===== config.mk =====
export PLATFORM = sky130hd
export DESIGN_NAME = obb_select
export DESIGN_NICKNAME = d
export VERILOG_FILES = /design/src/rtl/core/obb_pkg.sv /design/src/rtl/core/obb_select.sv
export SDC_FILE = /design/constraint.sdc
export NUM_CORES = 2
export LEC_CHECK = 0
export CELL_PAD_IN_SITES_DETAIL_PLACEMENT = 1
export CELL_PAD_IN_SITES_GLOBAL_PLACEMENT = 2
export CORE_MARGIN = 2
export CORE_UTILIZATION = 36
export DETAILED_ROUTE_END_ITERATION = 10
export DONT_BUFFER_PORTS = 1
export PLACE_DENSITY = 0.78
export SYNTH_ARGS = -nofsm -noshare
export SYNTH_HDL_FRONTEND = slang
export SYNTH_SLANG_ARGS = --single-unit

===== constraint.sdc =====
create_clock -name i_clk -period 10.3 [get_ports i_clk]
set_input_delay 1.545 -clock i_clk [delete_from_list [all_inputs] [get_ports i_clk]]
set_output_delay 1.545 -clock i_clk [all_outputs]
set_load 0.1 [all_outputs]

===== src/rtl/core/obb_pkg.sv =====
// Shared types, constants and the arctangent table of the box contact pipeline.
// Depends on nothing; every other file in rtl/core uses it by scoped names.
`default_nettype none

package obb_pkg;

    localparam int CORDIC_STEPS = 24;
    localparam int CORDIC_LAT   = CORDIC_STEPS + 2;
    localparam int CORDIC_XW    = 34;
    localparam int GAIN_Q30     = 652032874;
    localparam int NUM_AXES     = 4;
    localparam int HALF_W       = 16;
    localparam int DEPTH_W      = 18;
    localparam int DEPTH_MAX    = 262143;
    localparam int DEPTH_SHIFT  = 28;
    localparam int CENTRE_SHIFT = 14;

    typedef logic signed [15:0] t_trig;
    typedef logic [HALF_W-1:0]  t_half;
    typedef logic [1:0]         t_axis_idx;

    function automatic logic [31:0] atan_turn(input int unsigned idx);
        logic [31:0] v;
        unique case (idx)
            0:       v = 32'h20000000;
            1:       v = 32'h12E4051E;
            2:       v = 32'h09FB385B;
            3:       v = 32'h051111D4;
            4:       v = 32'h028B0D43;
            5:       v = 32'h0145D7E1;
            6:       v = 32'h00A2F61E;
            7:       v = 32'h00517C55;
            8:       v = 32'h0028BE53;
            9:       v = 32'h00145F2F;
            10:      v = 32'h000A2F98;
            11:      v = 32'h000517CC;
            12:      v = 32'h00028BE6;
            13:      v = 32'h000145F3;
            14:      v = 32'h0000A2FA;
            15:      v = 32'h0000517D;
            16:      v = 32'h000028BE;
            17:      v = 32'h0000145F;
            18:      v = 32'h00000A30;
            19:      v = 32'h00000518;
            20:      v = 32'h0000028C;
            21:      v = 32'h00000146;
            22:      v = 32'h000000A3;
            23:      v = 32'h00000051;
            default: v = 32'h00000000;
        endcase
        return v;
    endfunction

endpackage

`default_nettype wire


===== src/rtl/core/obb_select.sv =====
// Overlap test per axis, then choice of the least overlap and the result register.
// Depends on obb_pkg for depth width, saturation limit and trig type.
`default_nettype none

module obb_select #(
    parameter int PW = 56
) (
    input  wire logic                  i_clk,
    input  wire logic                  i_rst_n,
    input  wire logic                  i_en,
    input  wire logic                  i_vld,
    input  obb_pkg::t_trig             i_ax  [0:3],
    input  obb_pkg::t_trig             i_ay  [0:3],
    input  wire logic signed [PW-1:0]  i_cen [0:1][0:3],
    input  wire logic signed [PW-1:0]  i_rad [0:1][0:3],
    input  wire logic [3:0]            i_flip,
    output logic                       o_vld,
    output logic                       o_hit,
    output obb_pkg::t_trig             o_nx,
    output obb_pkg::t_trig             o_ny,
    output logic [obb_pkg::DEPTH_W-1:0] o_depth
);
    localparam int OW = PW + 1;
    localparam int SW = OW - obb_pkg::DEPTH_SHIFT;

    logic signed [PW-1:0]  hi_a [0:3];
    logic signed [PW-1:0]  lo_a [0:3];
    logic signed [PW-1:0]  hi_b [0:3];
    logic signed [PW-1:0]  lo_b [0:3];

    logic                  r_vld3;
    logic [3:0]            r_sep;
    logic signed [OW-1:0]  r_ov  [0:3];
    obb_pkg::t_trig        r_ax3 [0:3];
    obb_pkg::t_trig        r_ay3 [0:3];
    logic [3:0]            r_flip3;

    obb_pkg::t_axis_idx    p01;
    obb_pkg::t_axis_idx    p23;
    obb_pkg::t_axis_idx    sel;
    logic [SW-1:0]         shifted;

    logic                  r_vld4;
    logic                  r_hit;
    obb_pkg::t_trig        r_nx;
    obb_pkg::t_trig        r_ny;
    logic [obb_pkg::DEPTH_W-1:0] r_depth;

    always_comb begin
        for (int k = 0; k < 4; k++) begin
            hi_a[k] = i_cen[0][k] + i_rad[0][k];
            lo_a[k] = i_cen[0][k] - i_rad[0][k];
            hi_b[k] = i_cen[1][k] + i_rad[1][k];
            lo_b[k] = i_cen[1][k] - i_rad[1][k];
        end
    end

    always_ff @(posedge i_clk) begin
        if (!i_rst_n) begin
            r_vld3 <= 1'b0;
            r_vld4 <= 1'b0;
        end else if (i_en) begin
            r_vld3 <= i_vld;
            r_vld4 <= r_vld3;
        end
    end

    always_ff @(posedge i_clk) begin
        if (i_en) begin
            r_flip3 <= i_flip;
            for (int k = 0; k < 4; k++) begin
                r_ax3[k] <= i_ax[k];
                r_ay3[k] <= i_ay[k];
                r_sep[k] <= (hi_a[k] < lo_b[k]) || (hi_b[k] < lo_a[k]);
                r_ov[k]  <= OW'((hi_a[k] < hi_b[k]) ? hi_a[k] : hi_b[k])
                          - OW'((lo_a[k] > lo_b[k]) ? lo_a[k] : lo_b[k]);
            end
        end
    end

    // Strict compares keep the earlier axis on equal overlaps.
    always_comb begin
        p01 = (r_ov[1] < r_ov[0]) ? 2'd1 : 2'd0;
        p23 = (r_ov[3] < r_ov[2]) ? 2'd3 : 2'd2;
        sel = (r_ov[p23] < r_ov[p01]) ? p23 : p01;
        shifted = SW'(r_ov[sel] >>> obb_pkg::DEPTH_SHIFT);
    end

    always_ff @(posedge i_clk) begin
        if (i_en) begin
            if (r_sep != 4'd0) begin
                r_hit   <= 1'b0;
                r_nx    <= '0;
                r_ny    <= '0;
                r_depth <= '0;
            end else begin
                r_hit <= 1'b1;
                r_nx  <= r_flip3[sel] ? -r_ax3[sel] : r_ax3[sel];
                r_ny  <= r_flip3[sel] ? -r_ay3[sel] : r_ay3[sel];
                if (shifted > SW'(obb_pkg::DEPTH_MAX)) begin
                    r_depth <= obb_pkg::DEPTH_W'(obb_pkg::DEPTH_MAX);
                end else begin
                    r_depth <= shifted[obb_pkg::DEPTH_W-1:0];
                end
            end
        end
    end

    assign o_vld   = r_vld4;
    assign o_hit   = r_hit;
    assign o_nx    = r_nx;
    assign o_ny    = r_ny;
    assign o_depth = r_depth;
endmodule

`default_nettype wire


==> metrics.yaml <==
clock_network:
  cts_tree: "yes"
  clock-root-buffer: "clkbuf_16"
  holdBufCountCts: 0
  cts_buffers: 58
  cts.sinks: 417
  clk_latency_ns: 0.78
  clock_path_buffers: 3
  cts.clk_slew.worst_paths_ns: 0.08
  htree_levels: 2
logic_synthesis:
  synth-seq-cells: 417
  synthesis.area_um2: 104000
  synth_top_area_cell: "ha_1"
  synthTopCellsByArea: "ha_1 25%, edfxtp_1 12%, a21oi_1 7.0%"
  ys_seq_area_share_pct: 12.0
  synthMostInstantiatedCell: "ha_1"
  synth_edf_count: 415
  syn_area_per_cell_um2: 7.67
  synth_ff_type: "edfxtp_1"
  syn_nets: 16800
  synth.distinct_cells: 115
  yosys.area.top_type_share_pct: 25.3
  async_flop_share_pct: 0
  syn-instance-count: 13600
  synth.top_cells.by_count: "2110 x ha_1, 1535 x inv_1, 1464 x a21oi_1"
  yosys_warnings: 0
layout:
  fin_nets: 20300
  drive_gt1_share_pct: 28.6
  area_delta_synth_final_pct: 36.6
  fin_area_um2: 143000
sta:
  fin_worst_skew_ns: 0.105
  rsz0062_at_grt: "yes"
  maxSlewHeadroom_pct: 15.6
  fmax_mhz: 94.1
  finalSetupViolCount: 10
  hold_viol: 0
  tightest_slew_ns: 1.27
  min_period_over_period_pct: 103
  whs_ns: 0.534
  period_needed_ns: 10.63
  drv_slew: 0
  setup_ws_ns: -0.328
min_path:
  hp-class: "reg -> reg"
setup_path:
  endpoint_kind: "flop"
  critPathSlowestCell: "or4_4"
  worst_path_most_repeated_cell: "buf_4"
  critPathLaunch: "i_rad[1]"
  crit_end: "r_ov[3][55]"
  critical_path_depth: 47
  path_delay_family: "compound AO/OA/AOI/OAI gates"
  reg2reg_setup_slack_ns: 0.55
  critPathMaxStageDelay_ns: 0.51
  critPathBufInv: 11
  rr_worst_depth: 28
  cp.required_ns: 10.73
  reg2reg_from: "r_ov[2][1]"
  cp.arrival_ns: 11.06
  worst-setup-path-type: "in -> reg"
  cp_max_fo: 5
  worst_r2r_endpoint: "o_ny[10]"
  start_kind: "input pin"
placed_design:
  port_buffers: 0
  place_congestion: 0.972
  placed_area_um2: 135000
  dp_hpwl_um: 446000
power:
  ir_drop_mv: 0.526
  leakagePower_nw: 70.8
  power_density_nw_per_um2: 332
global_route:
  grt_overflow_total: 0
  grt_first_pass_wirelength_um: 755000
  track_usage_pct: 33.1
  antenna_found_initial: 22
  grt_max_degree: 418
  grt_pass1_vias: 125000
detailed_routing:
  drtIter0Drc: 5992
  routedWlPerCell_um: 24.5
  num_vias: 116000
  ant_nets: 0
  vias_per_cell: 5.55
  route.detailed.drc: 0
  dr.pass1.iters: 5
  wl_um: 513000
floorplan:
  rows: 197
  chipWidth_um: 543
  coreArea_um2: 288000
  die_h_um: 543
  ioPinCount: 1084
  initial_utilization_pct: 36.2
  die_area_um2: 295000
run:
  timing.max_cap.violations: 0
outcome:
  violations: "setup timing"
  status: "finished with violations"
==> worst min path at each step <==
| stage | start | endpoint | slack [ns] | cells after the start |
|---|---|---|---|---|
| finish | r_vld3 | o_vld | 0.53 | 2 |
| global route | r_vld3 | o_vld | 0.55 | 2 |
| CTS | r_vld3 | o_vld | 0.54 | 2 |
| detailed placement | r_vld3 | o_vld | 0.52 | 2 |
| global placement | r_vld3 | r_vld3 | 0.50 | 2 |
| floorplan | r_vld3 | r_vld3 | 0.48 | 2 |
==> cell usage in the layout (no fill, tap or decap), types with 82 or more instances in the layout <==
| cell type | n |
|---|---|
| buf_4 | 3755 |
| ha_1 | 2058 |
| inv_1 | 1520 |
| a21oi_1 | 1355 |
| nor2_1 | 1147 |
| xnor2_1 | 788 |
| o21ai_0 | 624 |
| nand2_1 | 569 |
| a21o_1 | 553 |
| edfxtp_1 | 415 |
| o21bai_1 | 288 |
| mux2_2 | 277 |
| nor3_1 | 270 |
| nand4_1 | 253 |
| nand3_1 | 212 |
| nor2b_1 | 208 |
| nand2b_1 | 205 |
| xor2_1 | 183 |
| o21a_1 | 134 |
| mux2i_1 | 130 |
| a211oi_1 | 103 |
| a21oi_2 | 98 |
| nor4_1 | 97 |
| a31oi_1 | 82 |
==> kinds of logic (layout without fill, tap and decap cells) <==
kind of cell    Yosys count  count (layout)  synth area share [%]
fa+ha+maj              2145            2145                  25.8
simple gates           3464            3464                  16.3
other cells               0              12                     0
mux                     477             477                  4.97
compound gates         4129            4129                  25.1
xor+xnor               1016            1016                  8.55
flops                   417             417                  12.0
buf+inv                1980            5494                  7.34
==> power by group <==
part	leakage, nW	internal (mW)	switching, mW
Sequential	4.12	3.20	0.948
Clock	0.986	1.27	0.964
Combinational	65.7	17.9	23.1
==> worst min-delay path: stages, from the launching register on <==
cell and delay, ns:
dfxtp_1 0.33, mux2i_1 0.07, nor2b_1 0.10
==> cell type report <==
type | instances | area, µm²
Sequential cell | 417 | 12500
Multi-Input combinational cell | 11200 | 88100
Antenna cell | 12 | 30.0
Clock buffer | 62 | 1470
Clock inverter | 46 | 567
Fill cell | 35400 | 146000
Tap cell | 3781 | 4730
Timing Repair Buffer | 3835 | 29500
Inverter | 1551 | 5870
==> metal layers <==
layer  share of wire, %  vias to the layer above  track usage (%)  routed length [µm]
met2                 47                     2595             56.8              241000
met3                5.1                      751             4.85               26200
met1                 42                    57000             40.4              218000
met4                5.5                        8             15.4               28000
li1                   -                    55900                -                   -
met5              0.012                        -                0                  59
==> through the flow <==
stage               worst slack (ns)  utilization, %  TNS (ns)  total power, mW  cells
finish                        -0.328            49.5     -1.40             47.4  20900
global route                  -0.600            49.5     -9.76             50.5  20900
CTS                           -0.246            48.5     -1.09             45.6  20800
detailed placement             -2.19            46.9   -171.17             42.0  20600
global placement               -1.93            46.9   -133.74             40.6  20600
floorplan                    -0.0553               -   -0.0553             23.7  13600
==> state kept, by name, indices dropped and copies added, names as in the netlist <==
register  cells
r_ay3        64
r_ax3        64
r_ov        228
r_sep         4
r_flip3       4
o_hit         1
o_depth      18
o_nx         16
r_vld3        1
o_vld         1
o_ny         16
==> repair_timing <==
| action | CTS | global route |
|---|---|---|
| cloned | 3 | 2 |
| gates resized for setup | 334 | 496 |
| pin swaps | 203 | 342 |
| endpoints found under the setup margin | 117 | 112 |
| buffers inserted | 105 | 98 |
Note: power is estimated with default switching activity, not from simulation.
